===== config.mk =====
export PLATFORM = sky130hd
export DESIGN_NAME = tilt_servo_controller
export DESIGN_NICKNAME = d
export VERILOG_FILES = /design/src/rtl/tsc_pkg.sv /design/src/rtl/tsc_servo_calc.sv /design/src/rtl/tilt_servo_controller.sv
export SDC_FILE = /design/constraint.sdc
export NUM_CORES = 1
export LEC_CHECK = 0
export ABC_AREA = 1
export BUFFER_PORTS_ARGS = -buffer_cell sky130_fd_sc_hd__buf_2
export CORE_ASPECT_RATIO = 1.5
export CORE_MARGIN = 10
export CORE_UTILIZATION = 25
export CTS_BUF_LIST = sky130_fd_sc_hd__clkbuf_4
export CTS_CLUSTER_SIZE = 16
export DETAILED_ROUTE_END_ITERATION = 8
export PLACE_DENSITY_LB_ADDON = 0.25
export SYNTH_ARGS = -nofsm -noshare
export SYNTH_HDL_FRONTEND = slang
export SYNTH_SLANG_ARGS = --single-unit

===== constraint.sdc =====
create_clock -name clk -period 10.1 [get_ports clk]
set_input_delay 0.505 -clock clk [delete_from_list [all_inputs] [get_ports clk]]
set_output_delay 0.505 -clock clk [all_outputs]
set_load 0.05 [all_outputs]

===== src/rtl/tsc_pkg.sv =====
// tsc_pkg: shared types and fixed constants of the tilt servo controller
// no dependencies; imported by the controller and its servo value unit
`default_nettype none

package tsc_pkg;

  // configuration register indexes
  typedef enum logic [2:0] {
    REG_TARGET = 3'd0,
    REG_ACTIVE = 3'd1,
    REG_DIR    = 3'd2,
    REG_CENTER = 3'd3,
    REG_SWING  = 3'd4,
    REG_LIMIT  = 3'd5,
    REG_GAIN   = 3'd6
  } cfg_reg_t;

  localparam int ANGLE_W   = 16;
  localparam int CFG_IDX_W = 3;
  localparam int CFG_DAT_W = 16;
  localparam int CNT_W     = 3;
  localparam int INT_W     = 16;
  localparam int MH_W      = 14;   // |pct*swing| >> frac bits, at most 100*127
  localparam int QF_W      = 7;
  localparam int QI_W      = 8;
  localparam int K_W       = 11;

  localparam int PCT_GAIN    = 6;
  localparam int GAIN_MIN    = 35;
  localparam int INT_BIAS    = 12800;  // lifts the integral above zero before /100
  localparam int RECIP_MUL   = 5243;   // ceil(2^19 / 100), exact below 43690
  localparam int RECIP_SHIFT = 19;

  // per-item values handed to the emit stage
  typedef struct packed {
    logic signed [QI_W-1:0] qi;      // floor(integral / 100)
    logic [QF_W-1:0]        qf;      // floor(|pct*swing| / den)
    logic [MH_W-1:0]        mh;      // |pct*swing| >> frac bits
    logic                   mlo_nz;  // fraction bits dropped by that shift were nonzero
    logic                   p_neg;   // pct*swing is negative
  } item_t;

endpackage

`default_nettype wire


===== src/rtl/tsc_servo_calc.sv =====
// tsc_servo_calc: one servo command from the per-item values and its direction bit
// depends on tsc_pkg
`default_nettype none

module tsc_servo_calc (
  input  tsc_pkg::item_t item,
  input  logic           neg,
  input  logic [7:0]     center,
  input  logic [6:0]     swing,
  output logic [7:0]     angle
);
  import tsc_pkg::*;

  logic                  rf_nz;
  logic signed [K_W-1:0] u;
  logic signed [K_W-1:0] qi_x;
  logic signed [K_W-1:0] c_x;
  logic signed [K_W-1:0] k;
  logic signed [K_W-1:0] v;
  logic                  t_pos;
  logic [8:0]            lo;
  logic [8:0]            hi_sum;
  logic [8:0]            hi;
  logic signed [K_W-1:0] lo_s;
  logic signed [K_W-1:0] hi_s;
  logic signed [K_W-1:0] res;

  // remainder of |p| / den is nonzero
  assign rf_nz = item.mlo_nz | (item.mh != (MH_W'(item.qf) * MH_W'(100)));

  assign u    = item.p_neg ? -K_W'(item.qf) : K_W'(item.qf);
  assign qi_x = K_W'(item.qi);
  assign c_x  = K_W'(center);
  assign k    = neg ? (c_x - qi_x - u) : (c_x + qi_x + u);

  // sign of the leftover fraction relative to k
  assign t_pos = neg ? item.p_neg : !item.p_neg;

  // truncate toward zero: value lies strictly between k and k+-1
  always_comb begin
    v = k;
    if (rf_nz) begin
      if (t_pos && k < 0) begin
        v = k + K_W'(1);
      end else if (!t_pos && k > 0) begin
        v = k - K_W'(1);
      end
    end
  end

  assign lo     = (center >= {1'b0, swing}) ? 9'(center - {1'b0, swing}) : 9'd0;
  assign hi_sum = 9'(center) + 9'(swing);
  assign hi     = (hi_sum > 9'd255) ? 9'd255 : hi_sum;
  assign lo_s   = K_W'(lo);
  assign hi_s   = K_W'(hi);

  always_comb begin
    res = v;
    if (res < lo_s) begin
      res = lo_s;
    end
    if (res > hi_s) begin
      res = hi_s;
    end
  end

  assign angle = res[7:0];

endmodule

`default_nettype wire


===== src/rtl/tilt_servo_controller.sv =====
// tilt_servo_controller: tilt error to per-servo position commands with integral trim
// depends on tsc_pkg and tsc_servo_calc
// first command of an item passes the input, quotient and emit stage registers and the output register
// throughput, while out_tready is high: one item per cycle when at most one servo is
//   active, else one servo command per cycle, set by the emit stage that forms one per cycle
// reset (synchronous, rst_n low): pipeline empty, integral zero, registers at defaults
`default_nettype none

module tilt_servo_controller #(
  parameter int MAX_SERVOS      = 4,
  parameter int ANGLE_FRAC_BITS = 7
) (
  input  logic        clk,
  input  logic        rst_n,
  // input items
  input  logic        in_tvalid,
  output logic        in_tready,
  input  logic [15:0] in_tdata,   // [15:0] measured_angle
  input  logic        in_tuser,   // [0] clear_integral
  // servo commands
  output logic        out_tvalid,
  input  logic        out_tready,
  output logic [15:0] out_tdata,  // [1:0] servo_index, [9:2] servo_angle, [15:10] zero
  output logic        out_tlast,  // last command of the item
  // register writes
  input  logic                           cfg_valid,
  output logic                           cfg_ready,
  input  logic [tsc_pkg::CFG_IDX_W-1:0]  cfg_index,
  input  logic [tsc_pkg::CFG_DAT_W-1:0]  cfg_data
);
  import tsc_pkg::*;

  localparam int F      = ANGLE_FRAC_BITS;
  localparam int DEN    = 100 << F;
  localparam int PCT_W  = (F + 9 > 20) ? F + 9 : 20;
  localparam int PROD_W = PCT_W + 8;
  localparam logic signed [PCT_W-1:0] DEN_S = PCT_W'(DEN);

  // ---------------------------------------------------------------- config
  logic signed [15:0] target_r;
  logic [2:0]         active_r;
  logic [3:0]         dir_r;
  logic [7:0]         center_r;
  logic [6:0]         swing_r;
  logic [6:0]         limit_r;
  logic [7:0]         gain_r;
  logic               gain_clr;

  assign cfg_ready = 1'b1;
  // a gain below the minimum disables the integral and flushes it
  assign gain_clr  = cfg_valid && (cfg_reg_t'(cfg_index) == REG_GAIN)
                     && (cfg_data[7:0] < 8'(GAIN_MIN));

  always_ff @(posedge clk) begin
    if (!rst_n) begin
      target_r <= '0;
      active_r <= 3'd4;
      dir_r    <= '0;
      center_r <= 8'd90;
      swing_r  <= 7'd45;
      limit_r  <= 7'd10;
      gain_r   <= '0;
    end else if (cfg_valid) begin
      case (cfg_reg_t'(cfg_index))
        REG_TARGET: target_r <= cfg_data;
        REG_ACTIVE: active_r <= cfg_data[2:0];
        REG_DIR:    dir_r    <= cfg_data[3:0];
        REG_CENTER: center_r <= cfg_data[7:0];
        REG_SWING:  swing_r  <= cfg_data[6:0];
        REG_LIMIT:  limit_r  <= cfg_data[6:0];
        REG_GAIN:   gain_r   <= gain_clr ? 8'd0 : cfg_data[7:0];
        default: ;
      endcase
    end
  end

  // ---------------------------------------------------------------- flow control
  logic       s0_valid_r, s1_valid_r, s2_valid_r, out_valid_r;
  logic       s0_ready, s1_ready, s2_ready, out_take;
  logic       s0_adv, s2_done, emit;
  logic [2:0] n_eff;
  logic       last_servo;
  logic [CNT_W-1:0] cnt_r;

  // servos per item, capped at the build size
  assign n_eff = (int'(active_r) > MAX_SERVOS) ? 3'(MAX_SERVOS) : active_r;

  assign out_take   = !out_valid_r || out_tready;
  assign last_servo = (cnt_r == 3'(n_eff - 3'd1));
  assign emit       = s2_valid_r && (n_eff != 3'd0) && out_take;
  // an item with no active servo leaves the emit stage at once
  assign s2_done    = s2_valid_r && ((n_eff == 3'd0) || (emit && last_servo));
  assign s2_ready   = !s2_valid_r || s2_done;
  assign s1_ready   = !s1_valid_r || s2_ready;
  assign s0_ready   = !s0_valid_r || s1_ready;
  assign s0_adv     = s0_valid_r && s1_ready;
  assign in_tready  = s0_ready;

  always_ff @(posedge clk) begin
    if (!rst_n) begin
      s0_valid_r  <= 1'b0;
      s1_valid_r  <= 1'b0;
      s2_valid_r  <= 1'b0;
      out_valid_r <= 1'b0;
      cnt_r       <= '0;
    end else begin
      if (s0_ready) begin
        s0_valid_r <= in_tvalid;
      end
      if (s1_ready) begin
        s1_valid_r <= s0_valid_r;
      end
      if (s2_ready) begin
        s2_valid_r <= s1_valid_r;
      end
      if (emit) begin
        out_valid_r <= 1'b1;
        cnt_r       <= last_servo ? '0 : cnt_r + CNT_W'(1);
      end else if (out_tready) begin
        out_valid_r <= 1'b0;
      end
    end
  end

  // ---------------------------------------------------------------- stage 0: input register
  logic signed [15:0] s0_meas_r;
  logic               s0_clr_r;

  always_ff @(posedge clk) begin
    if (s0_ready) begin
      s0_meas_r <= in_tdata;
      s0_clr_r  <= in_tuser;
    end
  end

  // tilt error and percentage, clamped to +-100 percent (den)
  logic signed [16:0]       delta;
  logic                     d_pos, d_neg;
  logic signed [PCT_W-1:0]  pct_raw, pct;
  logic signed [PROD_W-1:0] prod;
  logic [PROD_W-1:0]        mag;

  assign delta   = 17'(target_r) - 17'(s0_meas_r);
  assign d_neg   = delta[16];
  assign d_pos   = !delta[16] && (delta != '0);
  assign pct_raw = PCT_W'(delta) * PCT_W'(PCT_GAIN);

  always_comb begin
    pct = pct_raw;
    if (pct_raw >= DEN_S) begin
      pct = DEN_S;
    end else if (pct_raw <= -DEN_S) begin
      pct = -DEN_S;
    end
  end

  assign prod = PROD_W'(pct) * PROD_W'($signed({1'b0, swing_r}));
  assign mag  = prod[PROD_W-1] ? PROD_W'(-prod) : PROD_W'(prod);

  // integral: cleared by the item flag, quotient by 100 through a biased reciprocal
  logic signed [INT_W-1:0] integral_r, integral_nxt, integ_eff;
  logic signed [16:0]      ybias;
  logic [27:0]             qy;
  logic signed [8:0]       qi9;
  logic signed [16:0]      step, isum, bound;

  assign integ_eff = s0_clr_r ? '0 : integral_r;
  assign ybias     = 17'(integ_eff) + 17'(INT_BIAS);
  assign qy        = 28'(ybias[14:0]) * 28'(RECIP_MUL);
  assign qi9       = $signed(qy[RECIP_SHIFT +: 9]) - 9'sd128;

  // integral moves by the gain toward the sign of the error, inside +-limit*100
  assign step  = d_pos ? 17'(gain_r) : (d_neg ? -17'(gain_r) : '0);
  assign isum  = 17'(integ_eff) + step;
  assign bound = 17'(14'(limit_r) * 14'd100);

  always_comb begin
    integral_nxt = INT_W'(isum);
    if (isum > bound) begin
      integral_nxt = INT_W'(bound);
    end else if (isum < -bound) begin
      integral_nxt = INT_W'(-bound);
    end
  end

  always_ff @(posedge clk) begin
    if (!rst_n) begin
      integral_r <= '0;
    end else if (gain_clr) begin
      integral_r <= '0;
    end else if (s0_adv) begin
      integral_r <= integral_nxt;
    end
  end

  // ---------------------------------------------------------------- stage 1: quotient by den
  logic signed [QI_W-1:0] s1_qi_r;
  logic [MH_W-1:0]        s1_mh_r;
  logic                   s1_mlo_nz_r;
  logic                   s1_pneg_r;
  logic [26:0]            qf_prod;
  item_t                  s1_item;

  always_ff @(posedge clk) begin
    if (s1_ready) begin
      s1_qi_r     <= QI_W'(qi9);
      s1_mh_r     <= mag[F +: MH_W];
      s1_mlo_nz_r <= |mag[F-1:0];
      s1_pneg_r   <= prod[PROD_W-1];
    end
  end

  assign qf_prod = 27'(s1_mh_r) * 27'(RECIP_MUL);

  always_comb begin
    s1_item.qi     = s1_qi_r;
    s1_item.qf     = qf_prod[RECIP_SHIFT +: QF_W];
    s1_item.mh     = s1_mh_r;
    s1_item.mlo_nz = s1_mlo_nz_r;
    s1_item.p_neg  = s1_pneg_r;
  end

  // ---------------------------------------------------------------- stage 2: one servo a cycle
  item_t      s2_item_r;
  logic       servo_neg;
  logic [7:0] servo_angle;

  always_ff @(posedge clk) begin
    if (s2_ready) begin
      s2_item_r <= s1_item;
    end
  end

  // direction bits exist for the first four servos only
  assign servo_neg = (cnt_r < CNT_W'(4)) && dir_r[cnt_r[1:0]];

  tsc_servo_calc u_calc (
    .item   (s2_item_r),
    .neg    (servo_neg),
    .center (center_r),
    .swing  (swing_r),
    .angle  (servo_angle)
  );

  // ---------------------------------------------------------------- output register
  logic [15:0] out_tdata_r;
  logic        out_tlast_r;

  always_ff @(posedge clk) begin
    if (emit) begin
      out_tdata_r <= {6'd0, servo_angle, cnt_r[1:0]};
      out_tlast_r <= last_servo;
    end
  end

  assign out_tvalid = out_valid_r;
  assign out_tdata  = out_tdata_r;
  assign out_tlast  = out_tlast_r;

endmodule

`default_nettype wire


# --- Yosys cells after proc, flatten, opt, wreduce, memory -nomap -nowiden ---
# Index checks and enable logic that the tools add are counted.
word_totals:
  register_bits: 159
  in_bits: 41
  output_inout_bits: 20
  word_cells: 136
classes:
  add_sub_neg: 18
  mul: 6
  n_lt_le_gt_ge: 14
  n_eq_ne: 8
  mux: 25
  n_bitwise: 2
  n_reduce_logical: 37
op_table:
  columns: ["op", "n"]
  rows:
  - ["two-way mux 11 bit", 6]
  - ["two-way mux 16 bit", 3]
  - ["two-way mux 20 bit", 2]
  - ["two-way mux 17 bit", 2]
  - ["multiplier 20 x 8 -> 28 bit", 1]
  - ["multiplier 15 x 13 -> 27 bit (second input constant)", 1]
  - ["multiplier 14 x 13 -> 26 bit (second input constant)", 1]
  - ["multiplier 7 x 5 -> 12 bit (second input constant)", 2]
  - ["two-way mux 21 bit", 1]
  - ["negator 21 bit", 1]
  - [">= comparator 20 x 15 -> 1 bit (second input constant)", 1]
  - ["less-or-equal comparator 20 x 15 -> 1 bit (second input constant)", 1]
  - ["multiplier 17 x 3 -> 19 bit (second input constant)", 1]
  - ["two-way mux 9 bit", 2]
  - ["adder 16 x 17 -> 17 bit", 1]
  - ["greater-than comparator 17 x 15 -> 1 bit", 1]
  - ["< comparator 17 bit", 1]
  - ["negator 14 -> 17 bit", 1]
  - ["negator 8 -> 17 bit", 1]
  - ["nonzero test 17 bit", 1]
  - ["subtractor 16 x 16 -> 17 bit", 1]
  - ["two-way mux 8 bit", 2]
  - ["adder 15 bit (second input constant)", 1]
  - ["inequality test 14 bit", 1]
  - ["40 further kinds", 74]

# --- Depth between registers and ports, before layout ---
depth:
  ltp_word: 13
  mapped_depth: 66
  mapped_depth_nobuf: 66

# --- Modules after synthesis ---
# A second synthesis with hierarchy kept.
hier_totals:
  cells_unflattened: 3567
  hier_area_um2: 27581.5
modules_own_cells:
  columns: ["mod", "n_inst", "cells_per_inst", "area_each_um2", "seq_area_each_um2"]
  rows:
  - ["tilt_servo_controller", 1, 2806, 22866.9, 4013.8]
  - ["tsc_servo_calc", 1, 761, 4714.5, 0.0]

# --- Least setup slack after synthesis ---
# Ideal clock, no wire load.
synth_path:
  kind: "register -> register"
  from: "register s0_meas_r[2]"
  to: "register s1_mlo_nz_r, data pin"
  setup_time_ns: 0.254
  arrival_ns: 8.449
  required_ns: 9.846
  slack_ns: 1.397
  path_stages_with_launch: 56
  path_buffers: 2
  synth_period_minus_slack_ns: 8.703
  path_cell_list: "edfxtp_1 inv_1 ha_1 a21oi_1 nand2_1 a21oi_1 o21ai_0 nand2_1 nand2_1 a21oi_1 inv_1 a21oi_1 o21bai_1 nand2_1 nand2_1 a21oi_1 xor2_1 ha_1 [... 20 more ...] inv_1 ha_1 a21oi_1 o21ai_1 nand2_1 nand4_1 a21oi_1 o21ai_1 nand2_1 nand2_1 or2_2 nand2_2 inv_1 buf_2 nand2_1 nand3_1 nand2_1 nand2_1"
synth_via:
  elab_chain_len: 9
  word_cells_on_any_way: 10
  cone_classes: "add/sub (2); mul (2); order compare (2); mux (3); reduce/logical (1)"
synth_rtl:
  columns: ["item", "line_no", "rtl"]
  rows:
  - ["start: declaration", "tilt_servo_controller.sv:126", "logic signed [15:0] s0_meas_r;"]
  - ["start signal: assignment", "tilt_servo_controller.sv:131", "s0_meas_r <= in_tdata;"]
  - ["subtractor 16 x 16 -> 17 bit (*)", "tilt_servo_controller.sv:143", "assign delta = 17'(target_r) - 17'(s0_meas_r);"]
  - ["multiplier 17 x 3 -> 19 bit (*)", "tilt_servo_controller.sv:146", "assign pct_raw = PCT_W'(delta) * PCT_W'(PCT_GAIN);"]
  - ["less-or-equal comparator 20 x 15 -> 1 bit", "tilt_servo_controller.sv:152", "end else if (pct_raw <= -DEN_S) begin"]
  - ["two-way mux 20 bit", "tilt_servo_controller.sv:152", null]
  - ["two-way mux 20 bit (*)", "tilt_servo_controller.sv:150", "if (pct_raw >= DEN_S) begin"]
  - ["multiplier 20 x 8 -> 28 bit (*)", "tilt_servo_controller.sv:157", "assign prod = PROD_W'(pct) * PROD_W'($signed({1'b0, swing_r}));"]
  - ["negator 21 bit", "tilt_servo_controller.sv:158", "assign mag = prod[PROD_W-1] ? PROD_W'(-prod) : PROD_W'(prod);"]
  - ["two-way mux 21 bit (*)", "tilt_servo_controller.sv:158", null]
  - ["OR reduction 7 bit (*)", "tilt_servo_controller.sv:208", "s1_mlo_nz_r <= |mag[F-1:0];"]
  - ["end signal: assignment", "tilt_servo_controller.sv:208", null]
  - ["end: declaration", "tilt_servo_controller.sv:199", "logic s1_mlo_nz_r;"]
# Every way passes the cells marked *; elsewhere a longest branch is shown, timed or not.
# A chain may end at the register's enable or synchronous reset.

# --- Worst setup path after layout ---
# Ends and elaborated chain as after synthesis.

==> out/metrics.yaml <==
crit_top_cell: "nand2_1"
routed.top_layer: "met4"
maxSlewViolCount: 0
ios: 61
synth_cell_types: 67
max-cap-violations: 0
fp.dieArea_sq_mm: 0.123
dr_wl_met3_um: 1540
status: "finished, final reports clean"
synth_edf_count: 83
synth-seq-cells: 159
dp.cells: 4979
met2_length_um: 40100
place.gp.congestion: 0.861
slowest_delay_ns: 0.55
path_clk_slew_ns: 0.16
layout_min_cycle_time_ns: 9.18
max_slew_margin: 0.374
drtIter0Drc: 771
worst-endpoint-arrival_ns: 9.71
hpwl_um: 64500
grt_pass1_vias: 22700
grt_max_degree: 52
clockBufferDepth: 2
crit_type: "reg -> reg"
vias_per_cell: 4.33
worstSkewPairLatency_ns: 0.76
rsz0062_at_grt: "false"
async_reset_ff_frac: 0
final_cells: 5046
hold_viol: 0
cp_slowest_cell: "fa_1"
vias: 21900
tns_ns: 0
yosys_warnings: 0
startpoint_type: "flip-flop"
worst_pin_slew_ns: 0.936
synth_ff_type: "edfxtp_1"
start_util: 0.252
finalWirelength_um: 73500
antenna_found_initial: 2
htreeDepth: 4
avgSynthCellArea_sq_um: 7.73
dr.pass1.iters: 5
hold_class: "in -> reg"
synth_area_sq_mm: 0.0273
grt_usage: 0.119
final_cell_area_sq_mm: 0.0299
crit_fanout: 9
min_period_over_period: 0.909
fmax_ghz: 0.109
setup_viol: 0
crit_required_ns: 10.63
cts_tree: "yes"
yosysSeqAreaShare: 0.147
cts_root_buf: "clkbuf_4"
nets: 4372
area_delta_synth_final_pct: 9.38
wl_per_cell_um: 14.6
cts_sinks: 159
wl_met1_um: 29400
port_buffers: 53
dpl_cell_area_sq_mm: 0.0292
coreArea_sq_mm: 0.109
die_h_um: 425
cts_buffers: 17
netlist_instances: 3534
cp-end-kind: "flip-flop"
drc: 0
drive_gt1_frac: 0.0500
grt.overflow.total: 0
die_x_um: 290
grt_pass1_wl_um: 118000
final.setup_skew_ns: 0.0391
drtAntennaViolNets: 0
num_rows: 148
## what timing repair did
action                     in CTS  in global routing
resized for setup               0                 17
hold endpoints to repair       33                  0
setup buffers                   0                  1
setup endpoints to repair       0                 16
hold buffers                   30                  0
## per-stage QoR
stage	util	hold slack [ns]	setup WS, ns
floorplan	-	0.400	1.40
global placement	0.269	0.403	0.411
detailed placement	0.269	0.407	0.256
CTS	0.275	0.00593	0.215
global route	0.275	0.0468	0.0161
finish	0.275	0.0835	0.923
## final timing paths
check | start | to | slack, ns | cells past startpoint
min reg2reg | s1_qi_r[7] | s2_item_r[30] | 0.42 | 0
max reg2reg | s0_meas_r[2] | s1_mlo_nz_r | 0.92 | 51
min | cfg_data[11] | target_r[11] | 0.08 | 3
max | s0_meas_r[2] | s1_mlo_nz_r | 0.92 | 51
## sequential cells by signal (all words and copies together), names as in the netlist, 3 cells and up
name / count
s2_item_r: 31
integral_r: 16
s0_meas_r: 16
target_r: 16
s1_mh_r: 14
out_tdata: 10
center_r: 8
gain_r: 8
s1_qi_r: 8
limit_r: 7
swing_r: 7
dir_r: 4
active_r: 3
cnt_r: 3
## cells by family (layout without fill, tap and decap cells)
group | after synthesis | in the layout | synth area share
AOI/OAI and AO/OA | 453 | 453 | 0.0950
xor gates and xnor gates | 162 | 162 | 0.0527
adders and majority gates | 726 | 726 | 0.399
buffers and inverters | 859 | 937 | 0.121
DFF | 159 | 159 | 0.147
other | 2 | 11 | 0.000275
and+or+nand+nor | 1173 | 1173 | 0.185
## per-layer routing
metal,GRT usage,vias to the layer above
li1,-,11400
met1,0.126,10200
met2,0.236,205
met3,0.0140,85
met4,0.0456,0
met5,0,-
## cells in the final DEF (no fill, tap or decap), types with 12 or more instances in the layout
master	instances
inv_1	788
nand2_1	543
ha_1	483
nor2_1	309
fa_1	242
a21oi_1	210
nand3_1	174
xor2_1	113
o21ai_0	112
edfxtp_1	83
dfxtp_1	76
buf_2	53
xnor2_1	46
nand4_1	40
dlygate4sd3_1	30
nor3_1	28
o211ai_1	18
clkbuf_4	18
nand2_2	17
o21bai_1	17
buf_4	15
o21ai_1	13
nand3b_1	12
## Yosys cell counts, types with 3 or more instances
library cell / instances / area share
clkbuf_1: 32 / 0.0044
a31oi_1: 10 / 0.0023
nor2_1: 311 / 0.043
nand2_1: 545 / 0.075
buf_2: 7 / 0.0013
nand3_2: 5 / 0.0018
o221ai_1: 3 / 0.00096
xnor2_1: 47 / 0.015
nand3_1: 174 / 0.032
inv_1: 789 / 0.11
o31ai_1: 10 / 0.0027
a211oi_1: 10 / 0.0027
fa_1: 242 / 0.18
nand4_1: 40 / 0.0092
o21a_1: 4 / 0.0011
o211ai_1: 18 / 0.0049
nor4_1: 10 / 0.0023
a21boi_0: 9 / 0.0025
nor3_1: 28 / 0.0051
inv_2: 9 / 0.0012
o21bai_1: 17 / 0.0047
a21oi_1: 214 / 0.039
edfxtp_1: 83 / 0.091
clkinv_1: 7 / 0.00096
ha_1: 484 / 0.22
nand3b_1: 12 / 0.0033
xor2_1: 113 / 0.036
buf_4: 11 / 0.0030
dfxtp_1: 76 / 0.056
nor2_2: 3 / 0.00069
nand2_2: 17 / 0.0039
nand2_4: 6 / 0.0025
a21o_1: 9 / 0.0025
a21oi_2: 3 / 0.00096
o21ai_1: 10 / 0.0018
o2111ai_1: 4 / 0.0013
o21ai_0: 115 / 0.021
or2_2: 8 / 0.0018
## critical path: cells and delay by family, from the launching register on
kind            cells  cell delay, ns
buf+inv             9            0.65
compound gates     12            1.89
simple gates       20            2.27
xor+xnor            2            0.40
fa+ha+maj           8            3.39
flops               1            0.36
## cell type report
cell class,count,area (sq um)
Inverter,806,3030
Sequential cell,159,4010
Timing Repair inverter,1,7.51
Antenna cell,3,7.51
Clock inverter,14,149
Fill cell,12100,78600
Tap cell,1425,1780
Clock buffer,18,135
Multi-Input combinational cell,2522,20100
Timing Repair Buffer,98,678
Power is left out: the tool's default activity adds up to more than one toggle a clock period on the data nets, which glitch-free logic cannot reach.
